<file path="src/sv/rip_pkg.sv">
// ----------------------------------------------------------------------------
// rip_pkg
// Shared types, character codes and the digit lookup of the radix parser.
// ----------------------------------------------------------------------------
`default_nettype none

package rip_pkg;

  localparam int DEFAULT_MAX_INDEX_BITS = 8;

  localparam logic [5:0] RADIX_RESET      = 6'd10;
  localparam logic [6:0] MAX_DIGITS_RESET = 7'd64;
  localparam logic [5:0] RADIX_HEX        = 6'd16;

  localparam logic [7:0] CH_NUL   = 8'h00;
  localparam logic [7:0] CH_MINUS = 8'h2D;
  localparam logic [7:0] CH_ZERO  = 8'h30;
  localparam logic [7:0] CH_NINE  = 8'h39;
  localparam logic [7:0] CH_X_UP  = 8'h58;
  localparam logic [7:0] CH_X_LO  = 8'h78;
  localparam logic [7:0] CH_A_UP  = 8'h41;
  localparam logic [7:0] CH_Z_UP  = 8'h5A;
  localparam logic [7:0] CH_A_LO  = 8'h61;
  localparam logic [7:0] CH_Z_LO  = 8'h7A;
  localparam logic [7:0] CASE_GAP = 8'h20;

  // Register file: index is paddr[2]
  typedef enum logic {
    REG_RADIX      = 1'b0,
    REG_MAX_DIGITS = 1'b1
  } reg_index_t;

  typedef enum logic [2:0] {
    PH_DONE   = 3'b001,
    PH_PREFIX = 3'b010,
    PH_DIGITS = 3'b100
  } phase_t;

  typedef enum logic [1:0] {
    STOP_EOS     = 2'd0,
    STOP_INVALID = 2'd1,
    STOP_LIMIT   = 2'd2
  } stop_reason_t;

  typedef struct packed {
    logic [63:0] acc;
    logic        neg;
    phase_t      phase;
    logic [6:0]  digits_left;
    logic        zero_pending;
  } parse_state_t;

  typedef struct packed {
    logic [63:0]  value;
    logic [7:0]   stop_index;
    stop_reason_t stop_reason;
  } result_t;

  typedef struct packed {
    logic       valid;
    logic [5:0] val;
  } digit_t;

  // Fold to upper case, then map 0-9 and A-Z to 0..35.
  function automatic digit_t digit_value(input logic [7:0] c);
    logic [7:0] u;
    digit_t     d;
    u = c;
    if (c >= CH_A_LO && c <= CH_Z_LO) begin
      u = c - CASE_GAP;
    end
    d.valid = 1'b0;
    d.val   = 6'd0;
    if (u >= CH_ZERO && u <= CH_NINE) begin
      d.valid = 1'b1;
      d.val   = 6'(u - CH_ZERO);
    end else if (u >= CH_A_UP && u <= CH_Z_UP) begin
      d.valid = 1'b1;
      d.val   = 6'(u - CH_A_UP) + 6'd10;
    end
    return d;
  endfunction

endpackage

`default_nettype wire

</file>
<file path="src/sv/rip_stream_if.sv">
// ----------------------------------------------------------------------------
// rip_char_if / rip_result_if
// Valid/ready channels carrying characters in and parse results out.
// ----------------------------------------------------------------------------
`default_nettype none

interface rip_char_if;
  logic       valid;
  logic       ready;
  logic [7:0] ch;
  logic       first;

  modport source (output valid, ch, first, input ready);
  modport sink   (input valid, ch, first, output ready);
endinterface

interface rip_result_if;
  logic        valid;
  logic        ready;
  logic [63:0] value;
  logic [7:0]  stop_index;
  logic [1:0]  stop_reason;

  modport source (output valid, value, stop_index, stop_reason, input ready);
  modport sink   (input valid, value, stop_index, stop_reason, output ready);
endinterface

`default_nettype wire

</file>
<file path="src/sv/rip_step.sv">
// ----------------------------------------------------------------------------
// rip_step
// One character of parsing: next state, character index and stop result.
// ----------------------------------------------------------------------------
`default_nettype none

module rip_step
  import rip_pkg::*;
#(
  parameter int MAX_INDEX_BITS = DEFAULT_MAX_INDEX_BITS
) (
  input  wire parse_state_t              st,
  input  wire logic [MAX_INDEX_BITS-1:0] cidx,
  input  wire logic [7:0]                ch,
  input  wire logic                      first,
  input  wire logic [5:0]                radix,
  input  wire logic [6:0]                max_digits,
  output parse_state_t                   st_next,
  output logic [MAX_INDEX_BITS-1:0]      cidx_next,
  output logic                           res_valid,
  output result_t                        res
);

  localparam int IW = MAX_INDEX_BITS;
  localparam int SW = (IW > 8) ? IW : 8;

  function automatic logic [IW-1:0] bump(input logic [IW-1:0] x);
    return (x == {IW{1'b1}}) ? x : x + 1'b1;
  endfunction

  parse_state_t  e;
  logic [IW-1:0] ei;
  logic [6:0]    dl;
  logic          take;
  logic          zero_stop;
  stop_reason_t  reason;
  digit_t        dv;
  logic [IW-1:0] sidx;
  logic [SW-1:0] sidx_w;

  assign dv = digit_value(ch);

  always_comb begin
    e  = st;
    ei = cidx;
    if (first) begin
      e.acc          = '0;
      e.neg          = 1'b0;
      e.digits_left  = max_digits;
      e.zero_pending = 1'b0;
      e.phase        = PH_PREFIX;
      ei             = '0;
    end

    st_next   = e;
    cidx_next = ei;
    res_valid = 1'b0;
    reason    = STOP_EOS;
    zero_stop = 1'b0;
    take      = 1'b0;
    dl        = e.digits_left;

    if (first && ch == CH_MINUS) begin
      st_next.neg = 1'b1;
      cidx_next   = bump(ei);
    end else begin
      unique case (e.phase)
        PH_DONE: begin
        end
        PH_PREFIX: begin
          if (e.zero_pending) begin
            // Held '0' resolves: either a hex prefix or a digit at its own index
            st_next.zero_pending = 1'b0;
            st_next.phase        = PH_DIGITS;
            if (ch == CH_X_LO || ch == CH_X_UP) begin
              cidx_next = bump(ei);
            end else if (dl == 7'd0) begin
              res_valid = 1'b1;
              zero_stop = 1'b1;
              reason    = STOP_LIMIT;
            end else if (radix == 6'd0) begin
              res_valid = 1'b1;
              zero_stop = 1'b1;
              reason    = STOP_INVALID;
            end else begin
              // accumulator is still zero in the prefix phase
              dl   = dl - 7'd1;
              take = 1'b1;
            end
          end else if (radix == RADIX_HEX && ch == CH_ZERO) begin
            st_next.zero_pending = 1'b1;
            cidx_next            = bump(ei);
          end else begin
            st_next.phase = PH_DIGITS;
            take          = 1'b1;
          end
        end
        PH_DIGITS: begin
          take = 1'b1;
        end
        default: begin
        end
      endcase

      if (take) begin
        st_next.digits_left = dl;
        priority if (ch == CH_NUL) begin
          res_valid = 1'b1;
          reason    = STOP_EOS;
        end else if (dl == 7'd0) begin
          res_valid = 1'b1;
          reason    = STOP_LIMIT;
        end else if (!dv.valid || dv.val >= radix) begin
          res_valid = 1'b1;
          reason    = STOP_INVALID;
        end else begin
          st_next.acc         = e.acc * 64'(radix) + 64'(dv.val);
          st_next.digits_left = dl - 7'd1;
          cidx_next           = bump(ei);
        end
      end

      if (res_valid) begin
        st_next.phase        = PH_DONE;
        st_next.zero_pending = 1'b0;
      end
    end
  end

  assign sidx   = zero_stop ? ei - 1'b1 : ei;
  assign sidx_w = SW'(sidx);

  always_comb begin
    res.value       = e.neg ? 64'd0 - e.acc : e.acc;
    res.stop_index  = (sidx_w > SW'(255)) ? 8'hFF : sidx_w[7:0];
    res.stop_reason = reason;
  end

endmodule

`default_nettype wire

</file>
<file path="src/sv/radix_integer_parser_unit.sv">
// ----------------------------------------------------------------------------
// radix_integer_parser_unit
// Streaming string-to-integer parser with configurable radix and digit limit.
// ----------------------------------------------------------------------------
// One character is taken per clock cycle, back to back, while the result port
// does not stall, with first marking the start of a string. A character passes
// an input register, then parse logic (a 64-bit by 6-bit multiply and add,
// which sets the cycle time) into the result register; it leaves the input
// register once the result register is free. Only the stopping character
// gives a result; all others give none. Write radix and max_digits over the
// APB port only while no character is in flight; a write between two
// characters of a string applies to the characters that follow it.
`default_nettype none

module radix_integer_parser_unit
  import rip_pkg::*;
#(
  parameter int MAX_INDEX_BITS = DEFAULT_MAX_INDEX_BITS
) (
  input  wire logic        clk,
  input  wire logic        rst,
  rip_char_if.sink         char_in,
  rip_result_if.source     result,
  input  wire logic        psel,
  input  wire logic        penable,
  input  wire logic        pwrite,
  input  wire logic [2:0]  paddr,
  input  wire logic [31:0] pwdata,
  output logic [31:0]      prdata,
  output logic             pready
);

  logic [5:0] radix;
  logic [6:0] max_digits;
  reg_index_t reg_sel;

  assign reg_sel = reg_index_t'(paddr[2]);
  assign pready  = 1'b1;

  always_ff @(posedge clk) begin
    if (rst) begin
      radix      <= RADIX_RESET;
      max_digits <= MAX_DIGITS_RESET;
    end else if (psel && penable && pwrite) begin
      unique case (reg_sel)
        REG_RADIX:      radix      <= pwdata[5:0];
        REG_MAX_DIGITS: max_digits <= pwdata[6:0];
        default: begin
        end
      endcase
    end
  end

  always_comb begin
    unique case (reg_sel)
      REG_RADIX:      prdata = {26'd0, radix};
      REG_MAX_DIGITS: prdata = {25'd0, max_digits};
      default:        prdata = '0;
    endcase
  end

  // Input register
  logic       in_valid;
  logic [7:0] in_ch;
  logic       in_first;
  logic       out_valid;
  logic       out_free;
  logic       proc;

  assign out_free      = !out_valid || result.ready;
  assign proc          = in_valid && out_free;
  assign char_in.ready = !in_valid || out_free;

  always_ff @(posedge clk) begin
    if (rst) begin
      in_valid <= 1'b0;
    end else if (char_in.valid && char_in.ready) begin
      in_valid <= 1'b1;
    end else if (proc) begin
      in_valid <= 1'b0;
    end
  end

  always_ff @(posedge clk) begin
    if (char_in.valid && char_in.ready) begin
      in_ch    <= char_in.ch;
      in_first <= char_in.first;
    end
  end

  // Parse state
  parse_state_t              st;
  parse_state_t              st_next;
  logic [MAX_INDEX_BITS-1:0] char_index;
  logic [MAX_INDEX_BITS-1:0] char_index_next;
  logic                      res_valid;
  result_t                   res;

  rip_step #(
    .MAX_INDEX_BITS (MAX_INDEX_BITS)
  ) u_step (
    .st         (st),
    .cidx       (char_index),
    .ch         (in_ch),
    .first      (in_first),
    .radix      (radix),
    .max_digits (max_digits),
    .st_next    (st_next),
    .cidx_next  (char_index_next),
    .res_valid  (res_valid),
    .res        (res)
  );

  always_ff @(posedge clk) begin
    if (rst) begin
      st.acc          <= '0;
      st.neg          <= 1'b0;
      st.phase        <= PH_DONE;
      st.digits_left  <= '0;
      st.zero_pending <= 1'b0;
      char_index      <= '0;
    end else if (proc) begin
      st         <= st_next;
      char_index <= char_index_next;
    end
  end

  // Result register
  result_t out_q;

  always_ff @(posedge clk) begin
    if (rst) begin
      out_valid <= 1'b0;
    end else if (proc && res_valid) begin
      out_valid <= 1'b1;
    end else if (result.ready) begin
      out_valid <= 1'b0;
    end
  end

  always_ff @(posedge clk) begin
    if (proc && res_valid) begin
      out_q <= res;
    end
  end

  assign result.valid       = out_valid;
  assign result.value       = out_q.value;
  assign result.stop_index  = out_q.stop_index;
  assign result.stop_reason = out_q.stop_reason;

`ifndef ASSERT_OFF
  a_zero_pending_in_prefix: assert property (@(posedge clk) disable iff (rst)
    st.zero_pending |-> st.phase == PH_PREFIX)
    else $error("held zero outside prefix phase");

  a_result_from_input: assert property (@(posedge clk) disable iff (rst)
    $rose(out_valid) |-> $past(in_valid))
    else $error("result appeared without a character in the input register");

  a_stop_ends_parse: assert property (@(posedge clk) disable iff (rst)
    proc && res_valid |=> st.phase == PH_DONE)
    else $error("parse did not stop after giving a result");

  a_input_held: assert property (@(posedge clk) disable iff (rst)
    in_valid && !out_free |=> in_valid && $stable(in_ch) && $stable(in_first))
    else $error("stalled input register lost its character");

  a_no_result_when_done: assert property (@(posedge clk) disable iff (rst)
    proc && !in_first && st.phase == PH_DONE |-> !res_valid)
    else $error("result given after parsing had stopped");
`endif

endmodule

`default_nettype wire
</file>
<file path="src/flat_wrapper.sv">
// flat-port wrapper written by rule: the top's interface ports become plain ports
module radix_integer_parser_unit_flat import rip_pkg::*;
#(
  parameter int MAX_INDEX_BITS = DEFAULT_MAX_INDEX_BITS
)
  (clk, rst, psel, penable, pwrite, paddr, pwdata, prdata, pready, char_in_valid, char_in_ch, char_in_first, char_in_ready, result_valid, result_value, result_stop_index, result_stop_reason, result_ready);
  rip_char_if char_in_i ();
  rip_result_if result_i ();
  input  wire logic clk;
  input  wire logic rst;
  input  wire logic psel;
  input  wire logic penable;
  input  wire logic pwrite;
  input  wire logic [2:0] paddr;
  input  wire logic [31:0] pwdata;
  output logic [31:0] prdata;
  output logic pready;
  input wire logic [$bits(char_in_i.valid)-1:0] char_in_valid;
  input wire logic [$bits(char_in_i.ch)-1:0] char_in_ch;
  input wire logic [$bits(char_in_i.first)-1:0] char_in_first;
  output wire logic [$bits(char_in_i.ready)-1:0] char_in_ready;
  output wire logic [$bits(result_i.valid)-1:0] result_valid;
  output wire logic [$bits(result_i.value)-1:0] result_value;
  output wire logic [$bits(result_i.stop_index)-1:0] result_stop_index;
  output wire logic [$bits(result_i.stop_reason)-1:0] result_stop_reason;
  input wire logic [$bits(result_i.ready)-1:0] result_ready;
  assign char_in_i.valid = char_in_valid;
  assign char_in_i.ch = char_in_ch;
  assign char_in_i.first = char_in_first;
  assign char_in_ready = char_in_i.ready;
  assign result_valid = result_i.valid;
  assign result_value = result_i.value;
  assign result_stop_index = result_i.stop_index;
  assign result_stop_reason = result_i.stop_reason;
  assign result_i.ready = result_ready;
  radix_integer_parser_unit #(.MAX_INDEX_BITS(MAX_INDEX_BITS)) u_core (.clk(clk), .rst(rst), .char_in(char_in_i), .result(result_i), .psel(psel), .penable(penable), .pwrite(pwrite), .paddr(paddr), .pwdata(pwdata), .prdata(prdata), .pready(pready));
endmodule
</file>
<file path="config.mk">
export PLATFORM = sky130hd
export DESIGN_NAME = radix_integer_parser_unit_flat
export DESIGN_NICKNAME = d
export VERILOG_FILES = /design/src/sv/rip_pkg.sv /design/src/sv/rip_stream_if.sv /design/src/sv/rip_step.sv /design/src/sv/radix_integer_parser_unit.sv /design/src/flat_wrapper.sv
export SDC_FILE = /design/constraint.sdc
export NUM_CORES = 1
export LEC_CHECK = 0
export BUFFER_PORTS_ARGS = -buffer_cell sky130_fd_sc_hd__buf_4
export CAP_MARGIN = 10
export CORE_MARGIN = 5
export CORE_UTILIZATION = 55
export CTS_CLUSTER_DIAMETER = 80
export CTS_CLUSTER_SIZE = 30
export DETAILED_ROUTE_END_ITERATION = 7
export HOLD_SLACK_MARGIN = 0.12
export PLACE_DENSITY = 0.74
export SLEW_MARGIN = 30
export SYNTH_ARGS = -nofsm -noshare
export SYNTH_HDL_FRONTEND = slang
export SYNTH_HIERARCHICAL = 1
export SYNTH_SLANG_ARGS = --single-unit
</file>
<file path="constraint.sdc">
create_clock -name clk -period 10.4 [get_ports clk]
set_input_delay 1.56 -clock clk [delete_from_list [all_inputs] [get_ports clk]]
set_output_delay 1.56 -clock clk [all_outputs]
set_load 0.01 [all_outputs]
</file>
==> impl_summary.md <==
Worst setup path
The count of cells along the worst register-to-register path is 22. The required arrival time at the worst endpoint is 10760 ps. STA classifies the critical path endpoint as a register. On the worst path, the slowest cell contributes a delay of 840 ps. The buffers plus inverters on the worst setup path is 3. The critical path goes through buf_4 > nor2_2 > buf_4 > nand2_1 > fa_1 > inv_1 > fa_1 > fa_1 > ha_1 > ha_1 > a21oi_1 > o21a_1 > o221a_2 > nand2b_1 > a21oi_1 > o31ai_1 > a21oi_1 > a221oi_1 > nor4_1 > a211o_1 > nand4b_1 > o21ai_2.

The family with the most delay on the worst path is compound AO/OA/AOI/OAI gates. STA classifies the critical path startpoint as a register. The critical path runs through a total of 22 cells.

The critical setup path kind is register to register. The cell type of the slowest stage on the worst timing path is nor2_2. The data arrival time of the worst path is 8580 ps. The maximum fanout encountered on the critical timing path is 55.

STA
Setup violations remaining at the end of the flow were counted as 0. The final-report max-slew violation count is 0. The setup TNS is 0 ps.

Headroom to the max-slew limit came out at 27.91%. Based on the critical path, the design can be clocked at up to 121.7 MHz. Clock skew on the completed layout was measured at 17.04 ps. The actual transition at the worst max-transition pin is 1079 ps. Setup repair after global routing left no endpoint under its margin. The final clock period utilization by the worst path is 78.99%. The worst path needs 8214 ps of the cycle, external delays included. The number of endpoints with negative hold slack in the final report was 0.

Power
For this design the static power due to leakage is 10.77 nW. The clock share of power is 40.3%. Of the total power, the share spent switching nets is 29.73%. The areal power density over the cells is 65.28 mW/mm². The worst IR drop on VDD is 0.1243 mV. The share of total power dissipated in sequential elements is 47.5%. The net switching power of the design is 0.4873 mW.

Internal power comes to 1.152 mW. The relative contribution of combinational cells to total power is 12.2%.

Outcome
The run finished with clean final reports.

Die
Measured along the x axis, the die boundary spans 218.1 µm. The y dimension of the die is 218.1 µm. The starting utilization of the core area is 55.41%. The area of the placeable core is 0.04298 mm². The number of standard-cell rows in the floorplan is 76. The boundary pin count is 160. The area enclosed by the die boundary is 0.04757 mm².

Placement
The final weighted congestion of routability-driven global placement is 0.9550. The placement-stage cell area is 0.02450 mm². Detailed placement finished with a half-perimeter wire length of 47870 µm. The count of port buffers added during placement is 106.

CTS
The clock network latency to the later pin of the worst-skew pair is 500 ps. After clock tree synthesis, the repair step resized 0 gates. TritonCTS built the clock tree. The TritonCTS buffer count is 17. The clock root buffer master is clkbuf_16. The quantity of hold-fixing buffers added after cts is 0. The clock-pin slew on the worst setup and hold paths is 80 ps.

Clock tree synthesis found a total of 182 sinks. In this run the post-CTS setup repair buffer count came out at 0. The H-tree was split into 4 levels. The buffer levels on the longest clock path is 2.

Final layout
The summed area of non-filler cells in the final layout is 0.02511 mm². The number of nets in the finished design is 3237. The fraction of layout cells with a size suffix above 1 is 10.56%. The area growth from synthesis to layout is 5.421%.

Logic synthesis
In the synthesized netlist the dominant register cell turns out to be dfxtp_1. The async set-or-reset flop fraction in the synthesized netlist is 0%. Averaged over all synthesized cells, the footprint is 8.348 µm².

The yosys synthesis warning count is 6. The gate count of the mapped netlist is 2853. The count of unique library cells instantiated by Yosys is 97. The sequential element share of the synthesized area is 18.79%. The synthesized netlist occupies a cell area of 0.02382 mm². The synthesized design contains 182 register bits. The number of flops mapped to enable cells by yosys is 83.

Global routing
The via count of the first global-routing pass was 20340. For this run, global-route usage on met2 was measured as 45.64%. Global routing used 27.74% of the available tracks across all layers. In the global route stage, met3 resource usage came out at 3.671%.

The largest net degree at the start of global routing is 111. The global routing stage identified its most utilized layer as met2. For met1 alone, demand over resource in global routing was 37.66%.

The number of antenna violations at the first check in global routing is 0. The total congestion overflow is 0. The first global-routing pass estimated 106500 µm of wire.

Routing
Across all layers, the routed design uses 20500 vias. After detailed routing, the number of vias per cell comes to 6.032. The post-route DRC violation count is 0. The count of nets left with antenna violations once routing finished came out at 0. The final wirelength is 66200 µm. In this run, the number of DRC markers left after iteration 0 of detailed routing was 1767. The first detailed-routing pass ran for 6 iterations.

The average routed wire per standard cell is 19.48 µm.

Hold path
Along the worst hold path, the cell count comes to 2. The tightest min-delay check is of the register to register type.

Job
Across the run, the number of max-cap violations was 0.
-- power groups by stage --
stage | Sequential [mW] | Clock, mW | Combinational, mW
2_1_floorplan | 0.793 | 0 | 0.143
3_3_place_gp | 0.794 | 0 | 0.194
3_5_place_dp | 0.794 | 0 | 0.196
4_1_cts | 0.778 | 0.678 | 0.197
5_1_grt | 0.780 | 0.698 | 0.215
6_report | 0.778 | 0.660 | 0.201
-- synth_stat cells (all sizes together), types with 10 or more instances --
| library cell | number | area (µm²) |
|---|---|---|
| nand2b | 99 | 626.9 |
| o21ai | 204 | 1246 |
| buf | 87 | 629.4 |
| or3 | 10 | 67.56 |
| a211oi | 12 | 90.09 |
| edfxtp | 83 | 2492 |
| ha | 147 | 1839 |
| nand2 | 506 | 1907 |
| xor2 | 82 | 718.2 |
| xnor2 | 59 | 516.8 |
| nor4 | 15 | 127.6 |
| nor2b | 47 | 294.0 |
| nand4b | 86 | 759.5 |
| o31ai | 40 | 320.3 |
| o21bai | 18 | 135.1 |
| a21oi | 104 | 524.3 |
| fa | 240 | 4805 |
| mux2 | 10 | 123.9 |
| dfxtp | 99 | 1982 |
| inv | 260 | 975.9 |
| a21o | 22 | 165.2 |
| clkbuf | 141 | 529.3 |
| and3 | 16 | 100.1 |
| nand3 | 49 | 250.2 |
| mux2i | 26 | 260.3 |
| o22ai | 10 | 62.56 |
| and2 | 27 | 171.4 |
| a31oi | 12 | 90.09 |
| nor2 | 164 | 623.1 |
| or2 | 15 | 93.84 |
| nor3 | 37 | 227.7 |
| nand4 | 16 | 106.4 |
-- through the flow --
step | setup slack [ps] | hold WS (ps) | power, mW | util, % | cells
3_3_place_gp | 2582 | 459.3 | 0.9877 | 56.99 | 3364
3_5_place_dp | 2419 | 464.8 | 0.9905 | 57.00 | 3364
2_1_floorplan | 3248 | 448.0 | 0.9358 | - | 2877
4_1_cts | 2354 | 480.1 | 1.653 | 58.34 | 3396
5_1_grt | 1805 | 519.3 | 1.693 | 58.41 | 3397
6_report | 2186 | 479.4 | 1.639 | 58.42 | 3398
-- cells by family after synthesis --
family / after synthesis / synth area share, %
simple gates: 1119 / 23.67
flops: 182 / 18.79
fa+ha+maj: 387 / 27.89
xor+xnor: 141 / 5.185
compound gates: 498 / 13.86
mux: 36 / 1.613
buf+inv: 488 / 8.962
other cells: 2 / 0.03153
-- final timing paths --
check,to,slack (ps),startpoint
max,u_core/st[69],2190,u_core/in_first
max reg2reg,u_core/st[69],2190,u_core/in_first
min,u_core/st[69],480,u_core/st[69]
min reg2reg,u_core/st[69],480,u_core/st[69]
-- worst register-to-register path: stages (launching register included) --
cell and delay, ps:
edfxtp_1 660, buf_4 430, nor2_2 840, buf_4 490, nand2_1 140, fa_1 540, inv_1 60, fa_1 520
fa_1 520, ha_1 320, ha_1 400, a21oi_1 290, o21a_1 190, o221a_2 200, nand2b_1 100, a21oi_1 80
o31ai_1 610, a21oi_1 360, a221oi_1 750, nor4_1 120, a211o_1 310, nand4b_1 130, o21ai_2 60
-- area by class of cell --
class                      instances  area (µm²)
antenna                            1       2.502
clock buffer                      18       439.2
clock inverter                    14       137.6
fill                            3926       17870
inverter                         260       975.9
multi-input combinational       2207       17350
sequential                       182        4479
tap                              585       732.0
timing repair buffer             131       991.0
-- cells in the final DEF (no fill, tap or decap), types with 92 or more instances in the layout --
cell      count
o21ai_0      92
a21oi_1     103
inv_1       259
buf_4       130
nand2b_1     98
fa_1        240
dfxtp_1      97
nor2_1      158
ha_1        147
nand2_1     505
-- layer usage --
layer  part of all wire [%]  up-vias  routed length (µm)
met2                     47      845               31240
met4                    2.8        0                1882
met3                    7.1      128                4720
met1                     43    10150               28370
met5                      0        -                   0
li1                       -     9377                   -
-- state kept, by name, indices dropped and copies added (netlist names) --
| name | flops |
|---|---|
| u_core/st | 76 |
| u_core/result.value | 64 |
| u_core/char_index | 8 |
| u_core/in_ch | 8 |
| u_core/result.stop_index | 8 |
| u_core/max_digits | 7 |
| u_core/radix | 6 |
| u_core/result.stop_reason | 2 |
| u_core/in_first | 1 |
| u_core/in_valid | 1 |
| u_core/result.valid | 1 |
(Power assumes the default switching activity.)
